$ cat src/hw/rtl/gasa_pkg.sv
// Shared types and constants for the glyph atlas shelf allocator.
// No dependencies.
package gasa_pkg;

  localparam int GLYPH_PAD   = 2;
  localparam int ID_W        = 16;
  localparam int DIM_W       = 8;
  localparam int PAD_DIM_W   = 9;   // glyph size plus border
  localparam int SLOT_IDX_W  = 6;
  localparam int POS_W       = 9;

  localparam logic KIND_EVICT = 1'b0;
  localparam logic KIND_PLACE = 1'b1;

  typedef enum logic [4:0] {
    ST_IDLE,
    ST_ROW,
    ST_ROW_ADV,
    ST_TOP,
    ST_TOP_RD,
    ST_TOP_CHK,
    ST_SHELF,
    ST_BASE,
    ST_BOTTOM,
    ST_SH_RD,
    ST_SH_LO,
    ST_SH_HI,
    ST_RING,
    ST_RING_EV,
    ST_PLACE_X,
    ST_PLACE,
    ST_ADVANCE
  } gasa_state_t;

endpackage

$ cat src/hw/rtl/gasa_alu.sv
// Shared add-and-compare unit: sum = a + b, gt = sum > c.
// No dependencies.
module gasa_alu #(
  parameter int W = 11
) (
  input  logic [W-1:0] a,
  input  logic [W-1:0] b,
  input  logic [W-1:0] c,
  output logic [W:0]   sum,
  output logic         gt
);

  assign sum = {1'b0, a} + {1'b0, b};
  assign gt  = sum > {1'b0, c};

endmodule

$ cat src/hw/rtl/gasa_slot_ram.sv
// Slot ring storage: one write port, one registered read port.
// No dependencies.
module gasa_slot_ram #(
  parameter int DEPTH = 64,
  parameter int AW    = 6,
  parameter int DW    = 27
) (
  input  logic          clk,
  input  logic          we,
  input  logic [AW-1:0] waddr,
  input  logic [DW-1:0] wdata,
  input  logic [AW-1:0] raddr,
  output logic [DW-1:0] rdata
);

  logic [DW-1:0] mem [DEPTH];

  always_ff @(posedge clk) begin
    if (we) begin
      mem[waddr] <= wdata;
    end
    rdata <= mem[raddr];
  end

endmodule

$ cat src/hw/rtl/glyph_atlas_shelf_allocator.sv
// Glyph atlas shelf allocator, top level: sequencer, state and output register.
// Depends on gasa_pkg, gasa_alu and gasa_slot_ram.

// Each request places one glyph, with a one-pixel border, in a shelf-packed
// atlas and records it in a ring of SLOTS slots (at most SLOTS-1 live). The
// block answers with zero or more eviction items (kind 0: slot and glyph id
// freed, positions zero) followed by one placement item (kind 1, tlast set,
// interior x/y). A request flagged already resident gives nothing, and the
// input is ready again in the next cycle. Other requests step through the
// row, top, shelf and ring tests, placement and cursor advance. A row wrap
// adds a step for the new shelf; an atlas-top wrap adds a read and a check,
// and another read and check per eviction; a taller shelf adds the base and
// bottom steps and a walk of reads and row tests, an eviction per pass; a
// ring-full eviction adds an eviction step. The sequencer waits while the
// output register is full and not being emptied. The steps follow from the
// single shared adder/comparator taking the wrap, shelf and placement tests
// one per cycle while the output register can take items, and from the one
// read port of the slot memory, always addressed at the oldest slot and
// registered, so a read state precedes each row test. Input is not ready
// while a request is in progress. Result items sit in an output register so
// the sequencer carries on as soon as the register is free or being emptied.
// The slot memory has no reset: only slots inside the ring are ever read.
module glyph_atlas_shelf_allocator
  import gasa_pkg::*;
#(
  parameter int ATLAS_WIDTH  = 512,
  parameter int ATLAS_HEIGHT = 512,
  parameter int SLOTS        = 64
) (
  input  logic        clk,
  input  logic        rst,
  input  logic        s_axis_tvalid,
  output logic        s_axis_tready,
  input  logic [31:0] s_axis_tdata,   // glyph_id[15:0], glyph_width[23:16], glyph_height[31:24]
  input  logic [0:0]  s_axis_tuser,   // already_resident[0]
  output logic        m_axis_tvalid,
  input  logic        m_axis_tready,
  output logic [39:0] m_axis_tdata,   // slot_index[5:0], slot_glyph[21:6], pos_x[30:22], pos_y[39:31]
  output logic [0:0]  m_axis_tuser,   // kind[0]
  output logic        m_axis_tlast    // last
);

  // Coordinate width: covers the atlas plus one overhanging shelf and glyph.
  localparam int ADIM = (ATLAS_WIDTH > ATLAS_HEIGHT) ? ATLAS_WIDTH : ATLAS_HEIGHT;
  localparam int CW   = $clog2(ADIM + 1024);
  localparam int SW   = $clog2(SLOTS);
  localparam int DW   = CW + ID_W;

  localparam logic [CW-1:0] ATLAS_W_C = CW'(ATLAS_WIDTH);
  localparam logic [CW-1:0] ATLAS_H_C = CW'(ATLAS_HEIGHT);
  localparam logic [SW-1:0] SLOT_LAST = SW'(SLOTS - 1);

  function automatic logic [SW-1:0] ring_inc(input logic [SW-1:0] i);
    ring_inc = (i == SLOT_LAST) ? '0 : i + 1'b1;
  endfunction

  gasa_state_t state, state_next;

  // Packing state
  logic [CW-1:0] cursor_x, cursor_x_next;
  logic [CW-1:0] cursor_y, cursor_y_next;
  logic [CW-1:0] shelf_height, shelf_height_next;
  logic [SW-1:0] oldest_slot, oldest_slot_next;
  logic [SW-1:0] next_slot, next_slot_next;

  // Request and scratch
  logic [ID_W-1:0]      req_id;
  logic [PAD_DIM_W-1:0] req_wp, req_hp;
  logic [CW-1:0]        base, base_next;
  logic [CW-1:0]        bottom, bottom_next;
  logic [POS_W-1:0]     px, px_next;

  // Shared unit
  logic [CW-1:0] alu_a, alu_b, alu_c;
  logic [CW:0]   alu_sum;
  logic          alu_gt;

  // Slot memory
  logic            ram_we;
  logic [DW-1:0]   ram_wdata, ram_rdata;
  logic [CW-1:0]   rd_row;
  logic [ID_W-1:0] rd_owner;

  // Output
  logic                  can_emit, emit;
  logic                  emit_kind, emit_last;
  logic [SLOT_IDX_W-1:0] emit_slot;
  logic [ID_W-1:0]       emit_glyph;
  logic [POS_W-1:0]      emit_px, emit_py;

  logic ring_empty, ring_full, accept;

  gasa_alu #(.W(CW)) u_alu (
    .a   (alu_a),
    .b   (alu_b),
    .c   (alu_c),
    .sum (alu_sum),
    .gt  (alu_gt)
  );

  gasa_slot_ram #(.DEPTH(SLOTS), .AW(SW), .DW(DW)) u_ram (
    .clk   (clk),
    .we    (ram_we),
    .waddr (next_slot),
    .wdata (ram_wdata),
    .raddr (oldest_slot),
    .rdata (ram_rdata)
  );

  assign rd_row   = ram_rdata[DW-1:ID_W];
  assign rd_owner = ram_rdata[ID_W-1:0];

  assign s_axis_tready = (state == ST_IDLE);
  assign accept        = s_axis_tvalid && s_axis_tready;
  assign can_emit      = !m_axis_tvalid || m_axis_tready;
  assign ring_empty    = (oldest_slot == next_slot);
  assign ring_full     = (ring_inc(next_slot) == oldest_slot);

  always_ff @(posedge clk) begin
    if (rst) begin
      state <= ST_IDLE;
    end else begin
      state <= state_next;
    end
  end

  always_comb begin
    state_next        = state;
    cursor_x_next     = cursor_x;
    cursor_y_next     = cursor_y;
    shelf_height_next = shelf_height;
    oldest_slot_next  = oldest_slot;
    next_slot_next    = next_slot;
    base_next         = base;
    bottom_next       = bottom;
    px_next           = px;
    alu_a             = cursor_x;
    alu_b             = '0;
    alu_c             = '0;
    ram_we            = 1'b0;
    ram_wdata         = {alu_sum[CW-1:0], req_id};
    emit              = 1'b0;
    emit_kind         = KIND_EVICT;
    emit_last         = 1'b0;
    emit_slot         = SLOT_IDX_W'(oldest_slot);
    emit_glyph        = rd_owner;
    emit_px           = '0;
    emit_py           = '0;

    case (state)
      ST_IDLE: begin
        if (accept && !s_axis_tuser[0]) begin
          state_next = ST_ROW;
        end
      end
      // Row wrap test: cursor_x + w + 2 > width
      ST_ROW: begin
        alu_a = cursor_x;
        alu_b = CW'(req_wp);
        alu_c = ATLAS_W_C;
        state_next = alu_gt ? ST_ROW_ADV : ST_TOP;
      end
      ST_ROW_ADV: begin
        alu_a             = cursor_y;
        alu_b             = shelf_height;
        cursor_y_next     = alu_sum[CW-1:0];
        cursor_x_next     = '0;
        shelf_height_next = '0;
        state_next        = ST_TOP;
      end
      // Top wrap test: cursor_y + h + 2 > height
      ST_TOP: begin
        alu_a = cursor_y;
        alu_b = CW'(req_hp);
        alu_c = ATLAS_H_C;
        if (alu_gt) begin
          cursor_x_next     = '0;
          cursor_y_next     = '0;
          shelf_height_next = '0;
          state_next        = ST_TOP_RD;
        end else begin
          state_next = ST_SHELF;
        end
      end
      ST_TOP_RD: begin
        state_next = ring_empty ? ST_SHELF : ST_TOP_CHK;
      end
      // Evict while the oldest row is nonzero
      ST_TOP_CHK: begin
        alu_a = rd_row;
        if (alu_gt) begin
          if (can_emit) begin
            emit             = 1'b1;
            oldest_slot_next = ring_inc(oldest_slot);
            state_next       = ST_TOP_RD;
          end
        end else begin
          state_next = ST_SHELF;
        end
      end
      // Taller shelf unless shelf_height > h + 2
      ST_SHELF: begin
        alu_a = shelf_height;
        alu_c = CW'(req_hp);
        state_next = alu_gt ? ST_RING : ST_BASE;
      end
      ST_BASE: begin
        alu_a      = cursor_y;
        alu_b      = shelf_height;
        base_next  = alu_sum[CW-1:0];
        state_next = ST_BOTTOM;
      end
      ST_BOTTOM: begin
        alu_a             = cursor_y;
        alu_b             = CW'(req_hp);
        bottom_next       = alu_sum[CW-1:0];
        shelf_height_next = CW'(req_hp);
        state_next        = ST_SH_RD;
      end
      ST_SH_RD: begin
        state_next = ring_empty ? ST_RING : ST_SH_LO;
      end
      // row < base ends the walk
      ST_SH_LO: begin
        alu_a = base;
        alu_c = rd_row;
        state_next = alu_gt ? ST_RING : ST_SH_HI;
      end
      // row >= bottom, as row + 1 > bottom, ends the walk
      ST_SH_HI: begin
        alu_a = rd_row;
        alu_b = CW'(1);
        alu_c = bottom;
        if (alu_gt) begin
          state_next = ST_RING;
        end else if (can_emit) begin
          emit             = 1'b1;
          oldest_slot_next = ring_inc(oldest_slot);
          state_next       = ST_SH_RD;
        end
      end
      // Doubles as the read cycle for a ring-full eviction
      ST_RING: begin
        state_next = ring_full ? ST_RING_EV : ST_PLACE_X;
      end
      ST_RING_EV: begin
        if (can_emit) begin
          emit             = 1'b1;
          oldest_slot_next = ring_inc(oldest_slot);
          state_next       = ST_PLACE_X;
        end
      end
      ST_PLACE_X: begin
        alu_a      = cursor_x;
        alu_b      = CW'(1);
        px_next    = alu_sum[POS_W-1:0];
        state_next = ST_PLACE;
      end
      ST_PLACE: begin
        alu_a = cursor_y;
        alu_b = CW'(1);
        if (can_emit) begin
          ram_we         = 1'b1;
          emit           = 1'b1;
          emit_kind      = KIND_PLACE;
          emit_last      = 1'b1;
          emit_slot      = SLOT_IDX_W'(next_slot);
          emit_glyph     = req_id;
          emit_px        = px;
          emit_py        = alu_sum[POS_W-1:0];
          next_slot_next = ring_inc(next_slot);
          state_next     = ST_ADVANCE;
        end
      end
      ST_ADVANCE: begin
        alu_a         = cursor_x;
        alu_b         = CW'(req_wp);
        cursor_x_next = alu_sum[CW-1:0];
        state_next    = ST_IDLE;
      end
      default: begin
        state_next = ST_IDLE;
      end
    endcase
  end

  always_ff @(posedge clk) begin
    if (rst) begin
      cursor_x      <= '0;
      cursor_y      <= '0;
      shelf_height  <= '0;
      oldest_slot   <= '0;
      next_slot     <= '0;
      m_axis_tvalid <= 1'b0;
    end else begin
      cursor_x     <= cursor_x_next;
      cursor_y     <= cursor_y_next;
      shelf_height <= shelf_height_next;
      oldest_slot  <= oldest_slot_next;
      next_slot    <= next_slot_next;
      if (emit) begin
        m_axis_tvalid <= 1'b1;
      end else if (m_axis_tready) begin
        m_axis_tvalid <= 1'b0;
      end
    end
  end

  // Payload and scratch registers
  always_ff @(posedge clk) begin
    base   <= base_next;
    bottom <= bottom_next;
    px     <= px_next;
    if (accept) begin
      req_id <= s_axis_tdata[15:0];
      req_wp <= PAD_DIM_W'(s_axis_tdata[23:16]) + PAD_DIM_W'(GLYPH_PAD);
      req_hp <= PAD_DIM_W'(s_axis_tdata[31:24]) + PAD_DIM_W'(GLYPH_PAD);
    end
    if (emit) begin
      m_axis_tdata <= {emit_py, emit_px, emit_glyph, emit_slot};
      m_axis_tuser <= emit_kind;
      m_axis_tlast <= emit_last;
    end
  end

endmodule

$ cat config.mk
export PLATFORM = sky130hd
export DESIGN_NAME = glyph_atlas_shelf_allocator
export DESIGN_NICKNAME = d
export VERILOG_FILES = /design/src/hw/rtl/gasa_pkg.sv /design/src/hw/rtl/gasa_alu.sv /design/src/hw/rtl/gasa_slot_ram.sv /design/src/hw/rtl/glyph_atlas_shelf_allocator.sv
export SDC_FILE = /design/constraint.sdc
export NUM_CORES = 2
export LEC_CHECK = 0
export BUFFER_PORTS_ARGS = -buffer_cell sky130_fd_sc_hd__buf_4
export CORE_ASPECT_RATIO = 1.2
export CORE_MARGIN = 4
export CORE_UTILIZATION = 40
export DETAILED_ROUTE_END_ITERATION = 7
export PLACE_DENSITY = 0.58
export SYNTH_ARGS = -nofsm -noshare
export SYNTH_HDL_FRONTEND = slang
export SYNTH_SLANG_ARGS = --single-unit
$ cat constraint.sdc
create_clock -name clk -period 12.7 [get_ports clk]
set_input_delay 3.81 -clock clk [delete_from_list [all_inputs] [get_ports clk]]
set_output_delay 3.81 -clock clk [all_outputs]
set_load 0.05 [all_outputs]
# [Yosys cells after proc, flatten, opt, wreduce, memory -nomap -nowiden]
# Memory sizes are Yosys's and may differ from the RTL's. A register that Yosys moved wholly into a read port is not among the register bits.
# Index checks and enable logic that the tools add are counted.
# Widths: inputs -> output; s select.
[word_totals] out_inout_bits=44 reg_bits=157 word_cells=117 input_bits=37 mem_count=1 ram_bits=1728
[mem_list] memory="u_ram.mem" words=64 width=27 rd=1 rd_clocked_by_memory_dff=1 write_ports=1 line_no="gasa_slot_ram.sv:16" source="logic [DW-1:0] mem [DEPTH];"
[op_classes] order_cmp=1 n_eq_ne=28 n_addsub=5 n_reduce_logical=25 n_mux=41
[op_table] op="$pmux 11 s4" count=3
[op_table] op="$pmux 5 s16" count=1
[op_table] op="$pmux 11 s3" count=2
[op_table] op="$mux 6" count=7
[op_table] op="$eq 5x4->1 const B" count=8
[op_table] op="$mux 5" count=7
[op_table] op="$mux 16" count=2
[op_table] op="$pmux 11 s2" count=1
[op_table] op="$eq 5x3->1 const B" count=4
[op_table] op="$add 8x2->9 const B" count=2
[op_table] op="$pmux 6 s3" count=1
[op_table] op="$add 11x11->12" count=1
[op_table] op="$add 6x1->6 const B" count=2
[op_table] op="$eq 6x6->1" count=2
[op_table] op="$eq 6x6->1 const B" count=2
[op_table] op="$gt 12x11->1" count=1
[op_table] op="$reduce_or 2->1" count=6
[op_table] op="$mux 11" count=1
[op_table] op="$eq 5x2->1 const B" count=2
[op_table] op="$ne 2x2->1 const B" count=5
[op_table] op="$mux 1" count=9
[op_table] op="$reduce_bool 3->1" count=3
[op_table] op="$reduce_and 2->1" count=4
[op_table] op="$mux 2" count=3
[op_table] op="16 further kinds" count=21

# [Longest topological paths before layout]
[logic_depth] ltp_word=8 depth_mapped=30

# [By module]
# Synthesis repeated with hierarchy kept, for this count alone.
[unflattened] cells_unflattened=3753 hier_area_um2=74358.8
[by_module_without_submodules] mod="gasa_slot_ram" cells_per_inst=3002 area_each_um2=66617.6 instances=1 seq_area_each_um2=52430.3
[by_module_without_submodules] mod="glyph_atlas_shelf_allocator" cells_per_inst=637 area_each_um2=6910.4 instances=1 seq_area_each_um2=4164.0
[by_module_without_submodules] mod="gasa_alu" cells_per_inst=114 area_each_um2=830.8 instances=1 seq_area_each_um2=0.0

# [Least setup slack after synthesis]
# No wires, ideal clock.
[synth_timing] path_type="register to register" start="register state[4]" end="register m_axis_tdata[0] (enable)" arrival_ns=9.240 required_ns=12.247 stages_incl_launch_ff=26 synth_period_minus_slack_ns=9.693 n_path_buf=2 path_slack_ns=3.007 path_cell_list="dfxtp_1 > clkbuf_1 > clkbuf_1 > nor3_1 > o21bai_1 > a222oi_1 > o21ai_0 > ha_1 > inv_1 > fa_1 > nor2b_1 > o21ai_0 > a21boi_0 > o21ai_0 > a21oi_1 > o21a_1 > nor2_1 > xnor2_1 > ha_1 > nand3_1 > a21oi_1 > a2111oi_0 > o31a_1 > a31o_1 > a211o_1 > a21oi_1"
[synth_via] elab_chain_len=7 word_cells_on_any_way=29 cone_classes="1 x add/sub; 1 x order compare; 13 x eq/ne; 6 x mux; 8 x reduce/logical"
[synth_rtl] element="from (decl)" line_no="glyph_atlas_shelf_allocator.sv:57" source="gasa_state_t state, state_next;"
[synth_rtl] element="from (signal assigned)" line_no="glyph_atlas_shelf_allocator.sv:123" source="state <= state_next;"
[synth_rtl] element="$eq 5x4->1 (tied with other cells)" line_no="glyph_atlas_shelf_allocator.sv:150" source="case (state)"
[synth_rtl] element="$reduce_or 5->1 (no line) (tied with other cells)"
[synth_rtl] element="$pmux 11 s4" line_no="glyph_atlas_shelf_allocator.sv:150"
[synth_rtl] element="$add 11x11->12 *" line_no="gasa_alu.sv:13" source="assign sum = {1'b0, a} + {1'b0, b};"
[synth_rtl] element="net alu_sum[8]" line_no="glyph_atlas_shelf_allocator.sv:75" source="logic [CW:0] alu_sum;"
[synth_rtl] element="$gt 12x11->1 *" line_no="gasa_alu.sv:14" source="assign gt = sum > {1'b0, c};"
[synth_rtl] element="$mux 1 (on tied branches)" line_no="glyph_atlas_shelf_allocator.sv:234, glyph_atlas_shelf_allocator.sv:191"
[synth_rtl] element="$pmux 1 s3 *" line_no="glyph_atlas_shelf_allocator.sv:150"
[synth_rtl] element="net emit" line_no="glyph_atlas_shelf_allocator.sv:85" source="logic can_emit, emit;"
[synth_rtl] element="to (signal assigned)" line_no="glyph_atlas_shelf_allocator.sv:320" source="m_axis_tdata <= {emit_py, emit_px, emit_glyph, emit_slot};"
[synth_rtl] element="to (decl)" line_no="glyph_atlas_shelf_allocator.sv:38" source="output logic [39:0] m_axis_tdata,"
# Mark *: on every way through the listed nets, which the timed path passes. The rest lies on a longest branch.
# A chain may end at the register's enable or synchronous reset.

# [Final worst setup path]
[layout_timing] start="register state[3]" end="register oldest_slot[5]"
[layout_via] elab_chain_len=7 word_cells_on_any_way=30 cone_classes="1 x add/sub; 1 x order compare; 15 x eq/ne; 4 x mux; 9 x reduce/logical"
[layout_rtl] element="$eq 5x4->1 (tied with other cells)" line_no="glyph_atlas_shelf_allocator.sv:150"
[layout_rtl] element="$reduce_or 5->1 (no line) (tied with other cells)"
[layout_rtl] element="$pmux 11 s4" line_no="glyph_atlas_shelf_allocator.sv:150"
[layout_rtl] element="$add 11x11->12 *" line_no="gasa_alu.sv:13"
[layout_rtl] element="net alu_sum[8]" line_no="glyph_atlas_shelf_allocator.sv:75"
[layout_rtl] element="$gt 12x11->1 *" line_no="gasa_alu.sv:14"
[layout_rtl] element="$ne 2x2->1 (no line)"
[layout_rtl] element="$reduce_and 3->1 (no line) *"
[layout_rtl] element="to (signal assigned)" line_no="glyph_atlas_shelf_allocator.sv:299" source="oldest_slot <= oldest_slot_next;"
[layout_rtl] element="to (decl)" line_no="glyph_atlas_shelf_allocator.sv:63" source="logic [SW-1:0] oldest_slot, oldest_slot_next;"
# Marked as above.

==> flow_summary.ini <==
[outcome]
outcome = finished, violations left
failed_checks = DRC

[clocking]
clock_path_buffers = 3
numCtsBuffers = 180
clock_insertion_delay_worst_skew_ns = 0.82
cts_setup_buffers = 0
htree_num_levels = 4
cts-hold-fix-buffers = 0
clk_transition_reported_paths_ns = 0.07
clockRootBuffer = sky130_fd_sc_hd__clkbuf_16
postCtsResizedCells = 0
cts.sinks = 1910
cts_tree = done

[synth]
syn-instance-count = 3281
synth_edf_count = 1834
post_synth_main_area_contributors = sky130_fd_sc_hd__edfxtp_1, sky130_fd_sc_hd__mux4_2, sky130_fd_sc_hd__dfxtp_1
synth_compound_area_share_pct = 1.76
synth_largest_area_cell = sky130_fd_sc_hd__edfxtp_1
mappedNetlistNets = 3342
yosys_most_used_dff = sky130_fd_sc_hd__edfxtp_1
syn_avg_cell_area_sq_um = 22.5
synth_top_cell_area_share_pct = 74.7
ys_ff_latch = 1910
yosys_warnings = 0
synth.area.mux_share_pct = 17.3
seq_area_frac_synth_pct = 76.7
yosys.cell_types.count = 70
dominant_combinational_cell_family_by_area_after_synthesis = multiplexers
post_synth_fa_ha_maj_area_fraction_pct = 0.417
synthSimpleGateAreaFrac_pct = 2.25
netlist_area_before_placement_sq_um = 73700
synth_xor_area_share_pct = 0.366
synthArstFlopShare_pct = 0

[layout]
num-nets-final = 3495
syn_to_final_growth_pct = 13.5
design_area_sq_um = 83700
layout.cells.most_common = sky130_fd_sc_hd__edfxtp_1
mostFrequentLayoutCells = sky130_fd_sc_hd__edfxtp_1, sky130_fd_sc_hd__mux4_2, sky130_fd_sc_hd__clkbuf_16, sky130_fd_sc_hd__buf_4, sky130_fd_sc_hd__nand2_1
ratio_of_cells_with_drive_above_1_in_the_final_layout_pct = 30.4
postLayoutCoreUtil_pct = 45.7

[critical_path]
path_max_fanout = 71
crit_family = compound AO/OA/AOI/OAI gates
critPathSlowestCell = sky130_fd_sc_hd__nor3_2
cp_num_cells = 26
ff2ff_path_depth = 26
critPathKind = reg2reg
slowest_delay_ns = 0.99
worstPathRequired_ns = 13.44
critPathMostFrequentCell = sky130_fd_sc_hd__a21oi_1
cp-end-kind = flip-flop
timing.critical_path.buf_inv = 2
worst_setup_path_start_kind = flip-flop
worst-endpoint-arrival_ns = 8.48

[power_and_ir_drop]
powerDensity_nw_per_um2 = 174
total_power_mw = 14.6
irDropWorstVdd_mv = 0.161
total_leakage_power_nw = 25.2

[routing]
met2_length_mm = 92.2
detail_route.wirelength.met1_mm = 75.7
highest-signal-layer = met4
detail_route.wl_per_cell_microns = 31.0
detail_route.wirelength_mm = 187
detailroute.via_count = 34400
drt_drc_violations_left = 3
wl_met3_mm = 11.9
viasPerCell = 5.70
dr.first_iter.drc_count = 4124
drtAntennaViolNets = 0
detailed_routing_iterations_pass_1 = 8

[placement]
dpl-instance-area_sq_um = 77900
gpl.final_weighted_congestion = 0.884
hpwl_after_dpl_mm = 108
buffer_ports.inserted = 80

[timing]
timing.final.hold_violations = 0
fin_setup_tns_ns = 0
fin_crit_ns = 7.75
grt_setup_unrepaired = no
worst-slew-pin-transition_ns = 1.27
report.final.slew_viol_count = 0
finalHoldWorstSlack_ns = 0.476
setup-violations-final = 0
layout_worst_path_cycle_share_pct = 61.0
fin_worst_skew_ns = 0.0255
max-slew-margin-rel_pct = 14.5
maxClockFrequency_mhz = 129

[grt]
vias_in_the_first_global_route = 34600
global_route.usage.total_pct = 19.5
grt_start_max_net_pins = 138
wire_length_of_the_first_global_routing_pass_mm = 264
antenna_found_initial = 14
remaining_global_route_overflow = 0

[floorplanning]
ios = 81
placement_rows = 172
die_h_microns = 478
dieWidth_microns = 400
start_util_pct = 40.3
core_area_sq_um = 183000
die_area_sq_um = 191000

[min_path]
hp-class = reg2reg
worst_hold_path.num_cells = 2

[flow_run]
cap_viol_max_count = 0
==> area by class of cell <==
cell class / count / area (sq um)
clock buffer: 219 / 4780
antenna: 7 / 17.5
multi-input combinational: 1159 / 16900
sequential: 1910 / 56600
clock inverter: 112 / 991
tap: 2436 / 3050
timing repair buffer: 157 / 1240
inverter: 26 / 97.6
fill: 15100 / 99400
==> per-layer routing <==
layer / track usage (%) / vias to the layer above
li1: - / 14200
met1: 26.6 / 18600
met2: 31.5 / 1274
met3: 3.39 / 250
met4: 7.30 / 0
met5: 0 / -
==> cells by family (layout without fill, tap and decap cells) <==
logic type               count (synthesis)  in the layout
AO/OA/AOI/OAI                          173            173
XOR/XNOR                                30             30
adder cells (fa/ha/maj)                 24             24
buffers and inverters                  212            514
flip-flops                            1910           1910
multiplexers                           569            569
other                                    0              7
AND/OR/NAND/NOR                        363            363
==> flip-flops by register name, summed over array words and instances (netlist names) <==
register,count
base,11
bottom,11
cursor_x,11
cursor_y,11
m_axis_tdata,40
m_axis_tlast,1
m_axis_tvalid,1
next_slot,6
oldest_slot,6
px,9
req_hp,9
req_id,16
req_wp,9
shelf_height,9
state,5
u_ram.mem,1728
u_ram.rdata,27
==> report_power, final <==
group	switching, mW	leakage, nW	internal, mW
Combinational	1.26	5.08	0.508
Clock	2.31	2.81	2.98
Sequential	0.0635	17.3	7.44
Total	3.63	25.2	10.9
==> worst min-delay path: cells and delay by family, from the launching register on <==
family          cells  cell delay (ns)
compound gates      1             0.06
flops               1             0.32
simple gates        1             0.05
==> stage by stage <==
| step | instances | worst slack [ns] |
|---|---|---|
| 2_1_floorplan | 3281 | 3.01 |
| 3_3_place_gp | 5688 | 5.18 |
| 3_5_place_dp | 5688 | 5.14 |
| 4_1_cts | 6019 | 5.10 |
| 5_1_grt | 6020 | 4.35 |
| 6_report | 6026 | 4.95 |
==> worst paths after layout <==
| path | from | to | slack, ns |
|---|---|---|---|
| worst min-delay path | cursor_x[3] | cursor_x[3] | 0.48 |
| worst min register to register | cursor_x[3] | cursor_x[3] | 0.48 |
| worst max register to register | state[3] | oldest_slot[5] | 4.95 |
| worst max-delay path | state[3] | oldest_slot[5] | 4.95 |
==> cell usage after synthesis, types with 4 or more instances <==
master and instances:
sky130_fd_sc_hd__a21boi_0 4, sky130_fd_sc_hd__a21o_1 4, sky130_fd_sc_hd__a21oi_1 48, sky130_fd_sc_hd__a222oi_1 27
sky130_fd_sc_hd__a22o_1 13, sky130_fd_sc_hd__a22oi_1 10, sky130_fd_sc_hd__a31o_2 4, sky130_fd_sc_hd__a31oi_1 4
sky130_fd_sc_hd__and2_1 7, sky130_fd_sc_hd__and3_1 17, sky130_fd_sc_hd__buf_1 49, sky130_fd_sc_hd__buf_2 5
sky130_fd_sc_hd__buf_4 5, sky130_fd_sc_hd__clkbuf_1 126, sky130_fd_sc_hd__dfxtp_1 76, sky130_fd_sc_hd__edfxtp_1 1834
sky130_fd_sc_hd__ha_1 23, sky130_fd_sc_hd__inv_1 23, sky130_fd_sc_hd__mux4_2 567, sky130_fd_sc_hd__nand2_1 139
sky130_fd_sc_hd__nand2b_1 7, sky130_fd_sc_hd__nand3_1 23, sky130_fd_sc_hd__nand3b_1 10, sky130_fd_sc_hd__nor2_1 106
sky130_fd_sc_hd__nor2b_1 5, sky130_fd_sc_hd__nor3_1 14, sky130_fd_sc_hd__nor4_1 4, sky130_fd_sc_hd__o21ai_0 16
sky130_fd_sc_hd__o31ai_1 4, sky130_fd_sc_hd__or2_2 9, sky130_fd_sc_hd__or4_1 6, sky130_fd_sc_hd__xnor2_1 17
sky130_fd_sc_hd__xor2_1 12
(Power assumes the default switching activity.)
